===== src/rtl/core/assert_macros.svh =====
// ----------------------------------------------------------------------------
// Assertion macros
// Shared concurrent assertion forms for the range tree.
// ----------------------------------------------------------------------------
`ifndef ASSERT_MACROS_SVH
`define ASSERT_MACROS_SVH

// property must hold at every rising clock edge outside reset
`define RARMT_ASSERT(name, clk, rst, prop, msg) \
   name: assert property (@(posedge clk) disable iff (rst) prop) else $error(msg);

// condition must never be seen outside reset
`define RARMT_NEVER(name, clk, rst, cond, msg) \
   `RARMT_ASSERT(name, clk, rst, !(cond), msg)

`endif


===== src/rtl/core/rarmt_pkg.sv =====
// ----------------------------------------------------------------------------
// rarmt_pkg
// Types and constants shared by the range add / range minimum tree.
// ----------------------------------------------------------------------------
package rarmt_pkg;

   localparam int unsigned MAX_ELEMENTS = 1024;
   localparam int unsigned INDEX_W      = 10;
   localparam int unsigned COUNT_W      = 11;
   localparam int unsigned NODE_W       = 11;
   localparam int unsigned ROW_W        = 10;
   localparam int unsigned DEPTH_W      = 4;
   localparam int unsigned STACK_DEPTH  = 10;
   localparam int unsigned DATA_W       = 32;

   localparam logic [31:0] EMPTY_MINIMUM = 32'd2100000000;

   localparam logic [1:0] MODE_LOAD  = 2'd0;
   localparam logic [1:0] MODE_ADD   = 2'd1;
   localparam logic [1:0] MODE_QUERY = 2'd2;

   localparam logic [COUNT_W-1:0] COUNT_RESET = 11'd1024;
   localparam logic               REG_ELEMENT_COUNT = 1'b0;

   typedef enum logic [3:0] {
      ST_CLEAR,
      ST_IDLE,
      ST_CHECK,
      ST_VISIT,
      ST_EVAL,
      ST_CHILD,
      ST_DECIDE,
      ST_RETURN,
      ST_COMB_RD,
      ST_COMB_WR,
      ST_FINISH
   } state_type;

   typedef struct packed {
      logic clear_step;
      logic start;
      logic issue_read;
      logic eval;
      logic child_write;
      logic descend;
      logic ret_sibling;
      logic ret_pop;
      logic comb_read;
      logic comb_write;
      logic rsp_load;
   } cmd_type;

   typedef struct packed {
      logic clear_done;
      logic live;
      logic is_query;
      logic disjoint;
      logic covered;
      logic internal;
      logic is_left;
      logic at_root;
      logic rsp_busy;
   } status_type;

endpackage


===== src/rtl/core/rarmt_controller.sv =====
// ----------------------------------------------------------------------------
// rarmt_controller
// Sequencer for the depth-first walk: push, descend, return and combine.
// ----------------------------------------------------------------------------
`include "assert_macros.svh"

module rarmt_controller (
   input  logic                   clock,
   input  logic                   reset,
   input  logic                   req_valid,
   output logic                   req_stall,
   input  rarmt_pkg::status_type  status,
   output rarmt_pkg::cmd_type     cmd
);

   rarmt_pkg::state_type state_ff, state_in;

   always_ff @(posedge clock) begin
      if (reset) begin
         state_ff <= rarmt_pkg::ST_CLEAR;
      end else begin
         state_ff <= state_in;
      end
   end

   always_comb begin
      state_in  = state_ff;
      cmd       = '0;
      req_stall = 1'b1;
      unique case (state_ff)
         rarmt_pkg::ST_CLEAR: begin
            cmd.clear_step = 1'b1;
            if (status.clear_done) state_in = rarmt_pkg::ST_IDLE;
         end
         rarmt_pkg::ST_IDLE: begin
            req_stall = 1'b0;
            if (req_valid) begin
               cmd.start = 1'b1;
               state_in  = rarmt_pkg::ST_CHECK;
            end
         end
         rarmt_pkg::ST_CHECK: begin
            if (status.live)         state_in = rarmt_pkg::ST_VISIT;
            else if (status.is_query) state_in = rarmt_pkg::ST_FINISH;
            else                      state_in = rarmt_pkg::ST_IDLE;
         end
         rarmt_pkg::ST_VISIT: begin
            // a query leaves disjoint nodes untouched
            if (status.is_query && status.disjoint) begin
               state_in = rarmt_pkg::ST_RETURN;
            end else begin
               cmd.issue_read = 1'b1;
               state_in       = rarmt_pkg::ST_EVAL;
            end
         end
         rarmt_pkg::ST_EVAL: begin
            cmd.eval = 1'b1;
            state_in = status.internal ? rarmt_pkg::ST_CHILD : rarmt_pkg::ST_DECIDE;
         end
         rarmt_pkg::ST_CHILD: begin
            cmd.child_write = 1'b1;
            state_in        = rarmt_pkg::ST_DECIDE;
         end
         rarmt_pkg::ST_DECIDE: begin
            if (status.disjoint || status.covered) begin
               state_in = rarmt_pkg::ST_RETURN;
            end else begin
               cmd.descend = 1'b1;
               state_in    = rarmt_pkg::ST_VISIT;
            end
         end
         rarmt_pkg::ST_RETURN: begin
            if (status.at_root) begin
               state_in = rarmt_pkg::ST_FINISH;
            end else if (status.is_left) begin
               cmd.ret_sibling = 1'b1;
               state_in        = rarmt_pkg::ST_VISIT;
            end else begin
               cmd.ret_pop = 1'b1;
               state_in    = status.is_query ? rarmt_pkg::ST_RETURN : rarmt_pkg::ST_COMB_RD;
            end
         end
         rarmt_pkg::ST_COMB_RD: begin
            cmd.comb_read = 1'b1;
            state_in      = rarmt_pkg::ST_COMB_WR;
         end
         rarmt_pkg::ST_COMB_WR: begin
            cmd.comb_write = 1'b1;
            state_in       = rarmt_pkg::ST_RETURN;
         end
         rarmt_pkg::ST_FINISH: begin
            if (!status.is_query) begin
               state_in = rarmt_pkg::ST_IDLE;
            end else if (!status.rsp_busy) begin
               cmd.rsp_load = 1'b1;
               state_in     = rarmt_pkg::ST_IDLE;
            end
         end
         default: state_in = rarmt_pkg::ST_CLEAR;
      endcase
   end

   `RARMT_ASSERT(a_accept_then_busy, clock, reset, (req_valid && !req_stall) |=> req_stall, "beat accepted but stall dropped next cycle")
   `RARMT_NEVER(a_child_on_leaf, clock, reset, cmd.child_write && !status.internal, "pending handed down from a leaf")
   `RARMT_NEVER(a_rsp_overwrite, clock, reset, cmd.rsp_load && status.rsp_busy, "result overwritten while held")

endmodule


===== config.mk =====
export PLATFORM = sky130hd
export DESIGN_NAME = rarmt_controller
export DESIGN_NICKNAME = d
export VERILOG_FILES = /design/src/rtl/core/rarmt_pkg.sv /design/src/rtl/core/rarmt_controller.sv
export VERILOG_INCLUDE_DIRS = /design/src /design/src/rtl/core
export SDC_FILE = /design/constraint.sdc
export NUM_CORES = 1
export LEC_CHECK = 0
export ABC_AREA = 1
export BUFFER_PORTS_ARGS = -buffer_cell sky130_fd_sc_hd__buf_2
export CORE_AREA = 2 2 39 41
export CTS_CLUSTER_DIAMETER = 60
export DETAILED_ROUTE_END_ITERATION = 12
export DIE_AREA = 0 0 41 43
export PLACE_DENSITY = 0.63
export SLEW_MARGIN = 15
export SYNTH_ARGS = -nofsm -noshare
export SYNTH_HDL_FRONTEND = slang
export SYNTH_SLANG_ARGS = --single-unit

===== constraint.sdc =====
create_clock -name clock -period 2.2 [get_ports clock]
set_clock_uncertainty 0.05 [all_clocks]
set_input_delay 0.22 -clock clock [delete_from_list [all_inputs] [get_ports clock]]
set_output_delay 0.22 -clock clock [all_outputs]
set_load 0.01 [all_outputs]

Word level (Yosys, flattened, before mapping)
Index checks and enable logic that the tools add are counted.
- equality and inequality tests: 13
- reductions and logical operators: 4
- muxes and demuxes: 32
- operator list (kind ; number):
    $pmux W4 S11 ; 1
    $mux W4 ; 9
    $mux W1 ; 17
    $eq A4 B3 Y1 const B ; 4
    $eq A4 B4 Y1 const B ; 3
    $eq A4 B2 Y1 const B ; 2
    $mux W2 ; 4
    $eq A4 B1 Y1 const B ; 1
    $logic_not A4 Y1 ; 1
    $ne A2 B2 Y1 const B ; 2
    $mux W3 ; 1
    $ne A3 B3 Y1 const B ; 1
    $reduce_and A3 Y1 ; 1
    $logic_and A1 B1 Y1 ; 1
    $logic_or A1 B1 Y1 ; 1
- input port bits: 12
- register bits: 4
- output and inout bits: 12

Logic depth before layout (Yosys ltp)
Gate-level depths: netlist of run 1.
- word-level depth: 4
- gate-level depth with buffers: 9

Least setup slack after synthesis of run 1
No wires, ideal clock.
- path kind: reg-to-output
- from: register state_ff[2]
- to: output port cmd[5] in the netlist's numbering
- cell stages (with the launch flop): 5
- setup slack: 0.981 ns
- data arrival time: 0.949 ns
- buffers on the path: 0
- cell sequence: dfxtp_1 inv_1 nor2_4 nand2_1 nor3_1
- RTL lines (what ; line ; text):
    start: declaration ; rarmt_controller.sv:16 ; rarmt_pkg::state_type state_ff, state_in;
    start signal: assignment ; rarmt_controller.sv:20 ; state_ff <= rarmt_pkg::ST_CLEAR;
    start signal: assignment ; rarmt_controller.sv:22 ; state_ff <= state_in;
    end: declaration ; rarmt_controller.sv:13 ; output rarmt_pkg::cmd_type cmd

==> impl_metrics.yaml, run 1 <==
floorplan:
  rows: 14
  dieWidth_um: 41
  num_io_pins: 24
  dieHeight_um: 43
  initial_core_util: 0.358
  fp.coreArea_sq_mm: 0.00138
  dieArea_sq_mm: 0.00176
synthesis:
  yosys-top-cells-area: "nand2_1 20%, dfxtp_1 16%, nor2_1 15%"
  synth.distinct_cells: 18
  ys.warnings.count: 0
  netlist_instances: 96
  synth_fp_nets: 108
  synth_seq_cells: 4
  yosysTopAreaCellShare: 0.205
  synth.largest_area_cell: "nand2_1"
  avgSynthCellArea_sq_um: 5.16
  ys_seq_area_frac: 0.162
  synth_area_sq_um: 495
placed_design:
  io_buffers: 23
  gp_congestion: 0.782
  dp_hpwl_mm: 1.10
grt:
  antenna_found_initial: 0
  grt_pass1_wl_mm: 2.16
  first_global_vias: 564
  gr-total-overflow: 0
  grtUsageTotal: 0.177
  grt_max_degree: 9
worst_setup_path:
  critPathCaptureType: "output pin"
  crit_path_max_fanout: 5
  worstPathCellList: "inv_1 -> nor2_4 -> nand2_1 -> nor3_1 -> buf_2"
  crit_arrival_ns: 1.32
  path_class: "reg -> out"
  cpLargestDelayFamily: "simple AND/OR/NAND/NOR gates"
  reg2reg_slack_ns: 0.92
  required_ns: 1.93
  r2r-start: "state_ff[0]"
  worstReg2RegEnd: "state_ff[1]"
  max_stage_delay_ns: 0.36
  cp-start-kind: "flip-flop"
  ff2ff_path_depth: 6
  crit_buf_inv: 2
  crit_slowest_cell: "dfxtp_1"
timing:
  max_freq_mhz: 628
  worst_pin_slew_ns: 0.304
  hold_viol: 0
  fin_crit_ns: 1.59
  whs_ns: 0.145
  fin_crit_sh: 0.724
  slew_violations: 0
  rsz0062_at_grt: "no"
  setup_viol: 0
  setup_tns_ns: 0
  slew_headroom: 0.796
cts:
  cts_root_buf: "clkbuf_4"
  cts_sinks: 4
  cts.repair.resized: 0
  clk_pin_slew_ns: 0.04
  cts_tree: "done"
  clockBufferDepth: 2
  hold_buffers: 0
  cts-buffers-inserted: 3
  postCtsSetupBuffers: 0
  h-tree-depth: 1
  clk_latency_ns: 0.24
drt:
  wl_met3_um: 107
  top_layer_used: "met3"
  via_per_inst: 4.74
  wirelength_mm: 1.33
  ant_nets: 0
  drt_iter0_drc: 25
  vias: 649
  drc: 0
  first_pass_iters: 4
  wl_met2_um: 625
  wl_met1_um: 598
  wire_per_inst_um: 9.72
cells_and_area:
  layout_common_cells: "27 x nand2_1, 23 x buf_2, 20 x nor2_1"
  areaGrowthSynthToFinish_pct: 30.8
  multi_input_area_sq_um: 338
  antenna_cells: 0
  final_nets: 135
  top_register: "state_ff"
  largest_reg_flops: 4
  reg.largest.list: "state_ff: 4 flops"
  drive_above_1_share: 0.273
  seqCellArea_sq_um: 80.1
  nFillCells: 165
  post-route-util: 0.468
  layout_commonest_cell: "nand2_1"
pwr:
  power_density_mw_per_mm2: 749
  p_leak_uw: 0.000430
  ir_drop_mv: 0.511
worst_hold_path:
  whs_path_depth: 2
  hold_path_end: "state_ff[0]"
  worstHoldStart: "reset"
  holdCritPathClass: "in -> reg"
run:
  drv_cap: 0
run_status:
  status: "completed"
==> worst max-delay path by stage <==
stage / to / start / depth (start not counted)
floorplan: cmd[5] / state_ff[2] / 4
global route: cmd[5] / state_ff[2] / 5
detailed placement: cmd[5] / state_ff[1] / 5
finish: cmd[5] / state_ff[2] / 5
global placement: cmd[5] / state_ff[1] / 5
CTS: cmd[5] / state_ff[1] / 5
==> final cells by class <==
| cell class | instances | area share |
|---|---|---|
| Multi-Input combinational cell | 72 | 0.521 |
| Timing Repair Buffer | 23 | 0.178 |
| Sequential cell | 4 | 0.124 |
| Inverter | 19 | 0.112 |
| Clock buffer | 3 | 0.0347 |
| Tap cell | 16 | 0.0309 |
==> logic make-up after synthesis <==
kind of cell / Yosys count / synth area share
AOI/OAI and AO/OA: 8 / 0.0833
buffers and inverters: 20 / 0.157
DFF: 4 / 0.162
and+or+nand+nor: 64 / 0.598
==> per-stage QoR <==
step	cell area [sq um]	std cells	setup slack, ns	power, uW
finish	648	137	0.608	485
global route	648	137	0.466	532
CTS	648	137	0.600	490
detailed placement	626	134	0.850	393
global placement	626	134	0.895	389
floorplan	495	96	0.981	310
==> power by group <==
part	internal, uW	switching (uW)
clock network	61.2	32.5
registers	90.3	25.4
logic	97.8	178
==> cells in the mapped netlist (all sizes together) <==
cell    instances
nand2          29
nor2           23
inv            18
nand3           5
nor3            5
a21oi           4
dfxtp           4
o21ai           3
nand4           2
a31oi           1
buf             1
clkinv          1
==> per-layer routing <==
metal / global-route usage / vias to the layer above
met5: 0 / -
met4: 0.0200 / 0
met3: 0.0733 / 0
met2: 0.284 / 22
met1: 0.220 / 281
li1: - / 346
No activity file was read; power rests on OpenSTA's default activity.
==> run 2, diff against run 1 <==
--- a/config.mk
+++ b/config.mk
@@ -12,7 +12,7 @@
 export CTS_CLUSTER_DIAMETER = 60
 export DETAILED_ROUTE_END_ITERATION = 12
 export DIE_AREA = 0 0 41 43
-export PLACE_DENSITY = 0.63
+export PLACE_DENSITY = 0.65
 export SLEW_MARGIN = 15
 export SYNTH_ARGS = -nofsm -noshare
 export SYNTH_HDL_FRONTEND = slang
==> constraint.sdc (replaced) <==
create_clock -name clock -period 1.4 [get_ports clock]
set_clock_uncertainty 0.05 [all_clocks]
set_input_delay 0.14 -clock clock [delete_from_list [all_inputs] [get_ports clock]]
set_output_delay 0.14 -clock clock [all_outputs]
set_load 0.01 [all_outputs]
==> run 2 against run 1 <==
  * Final cell count up 1.5%
  * Core utilization is 4.2 points higher
  * Combinational power is 74% higher
==> impl_metrics.yaml, run 2 (synthesized netlist as in run 1, its figures left out) <==
grt:
  grtUsageTotal: 0.184
  grt_pass1_wl_mm: 2.24
  gr-total-overflow: 0
  grt_max_degree: 9
  antenna_found_initial: 0
  first_global_vias: 584
cells_and_area:
  multi_input_area_sq_um: 358
  layout.cells.non_filler: 139
  nFillCells: 161
  fin_area_sq_um: 706
  top_register: "state_ff"
  layout_common_cells: "23 x nand2_1, 23 x buf_2, 18 x nor2_1"
  areaGrowthSynthToFinish_pct: 42.4
  seqCellArea_sq_um: 95.1
  drive_above_1_share: 0.398
  final_nets: 137
  largest_reg_flops: 4
  antenna_cells: 0
  reg.largest.list: "state_ff: 4 flops"
pwr:
  power_density_mw_per_mm2: 1190
  ir_drop_mv: 0.523
  p_leak_uw: 0.000447
worst_setup_path:
  crit_arrival_ns: 1.19
  path_class: "reg -> out"
  cp-start-kind: "flip-flop"
  crit_path_max_fanout: 4
  critPathCaptureType: "output pin"
  required_ns: 1.21
run:
  drv_cap: 0
placed_design:
  gp_congestion: 0.813
  placed_area_sq_um: 626
  dpl.cell_count: 134
  dpl_worst_slack_ns: 0.0987
  io_buffers: 23
  dp_hpwl_mm: 1.06
timing:
  worst_pin_slew_ns: 0.231
  setup_viol: 0
  hold_viol: 0
  fin_crit_sh: 0.984
  setup_slack_ns: 0.0218
  rsz0062_at_grt: "yes"
  setup_tns_ns: 0
  max_freq_mhz: 726
  slew_headroom: 0.846
  fin_crit_ns: 1.38
  slew_violations: 0
cts:
  clk_pin_slew_ns: 0.04
  hold_buffers: 0
  cts-buffers-inserted: 3
  h-tree-depth: 1
  cts_tree: "done"
  clockBufferDepth: 2
  clk_latency_ns: 0.24
  cts_root_buf: "clkbuf_4"
  cts_sinks: 4
floorplan:
  dieArea_sq_mm: 0.00176
  dieHeight_um: 43
  num_io_pins: 24
  initial_core_util: 0.358
  fp.coreArea_sq_mm: 0.00138
  rows: 14
  dieWidth_um: 41
drt:
  drt_iter0_drc: 6
  first_pass_iters: 4
  via_per_inst: 4.76
  drc: 0
  vias: 661
  wire_per_inst_um: 9.87
  wirelength_mm: 1.37
  ant_nets: 0
run_status:
  status: "completed"
worst_hold_path:
  holdCritPathClass: "in -> reg"
==> run 2: cell count changes in the layout (fill, tap and decap cells not counted), sizes merged <==
| cell | before | now |
|---|---|---|
| buf | 23 | 25 |
==> run 2: cell type report <==
class                      count  area share
multi-input combinational     72       0.507
timing repair buffer          25       0.184
clock buffer                   3      0.0319
tap                           16      0.0284
inverter                      19       0.113
sequential                     4       0.135
==> run 2: what timing repair did <==
| item | in CTS | in global routing |
|---|---|---|
| pin swaps | 1 | 7 |
| setup endpoints to repair | 7 | 11 |
| gates cloned | 0 | 0 |
| setup buffers | 1 | 1 |
| resized for setup | 4 | 18 |
==> run 2: routing by layer <==
metal  GRT usage  share of wire  wire length (um)
met1       0.245           0.46               632
met2       0.278           0.49               668
met3      0.0314          0.039                54
met4      0.0800          0.012                17
met5           0              0                 0
==> run 2: worst paths after layout <==
path         slack, ns          end  depth (start not counted)        start
min               0.04  state_ff[1]                          2        reset
min reg2reg       0.59  state_ff[3]                          3  state_ff[2]
max               0.02       cmd[3]                          5  state_ff[2]
max reg2reg       0.19  state_ff[0]                          9  state_ff[1]
==> run 2: report_power, final <==
group / switching [uW] / leakage [uW] / total [uW] / internal (uW)
combinational: 293 / 0.000398 / 480 / 186
sequential: 56.6 / 0.0000356 / 212 / 155
clock: 51.5 / 0.0000138 / 148 / 96.2
==> run 2: critical path, stage by stage (launching register included) <==
cell and delay (ns):
dfxtp_4 0.37, inv_4 0.05, nor2_4 0.14, nand2_4 0.09, nor3_4 0.14, buf_2 0.16
==> run 2: metrics by stage <==
| step | total power [uW] | hold WS [ns] | util |
|---|---|---|---|
| 6_report | 839 | 0.0424 | 0.510 |
| 5_1_grt | 926 | 0.0347 | 0.510 |
| 4_1_cts | 779 | 0.0481 | 0.477 |
| 3_5_place_dp | 614 | 0.300 | 0.452 |
| 3_3_place_gp | 612 | 0.304 | 0.452 |
| 2_1_floorplan | 487 | 0.159 | - |
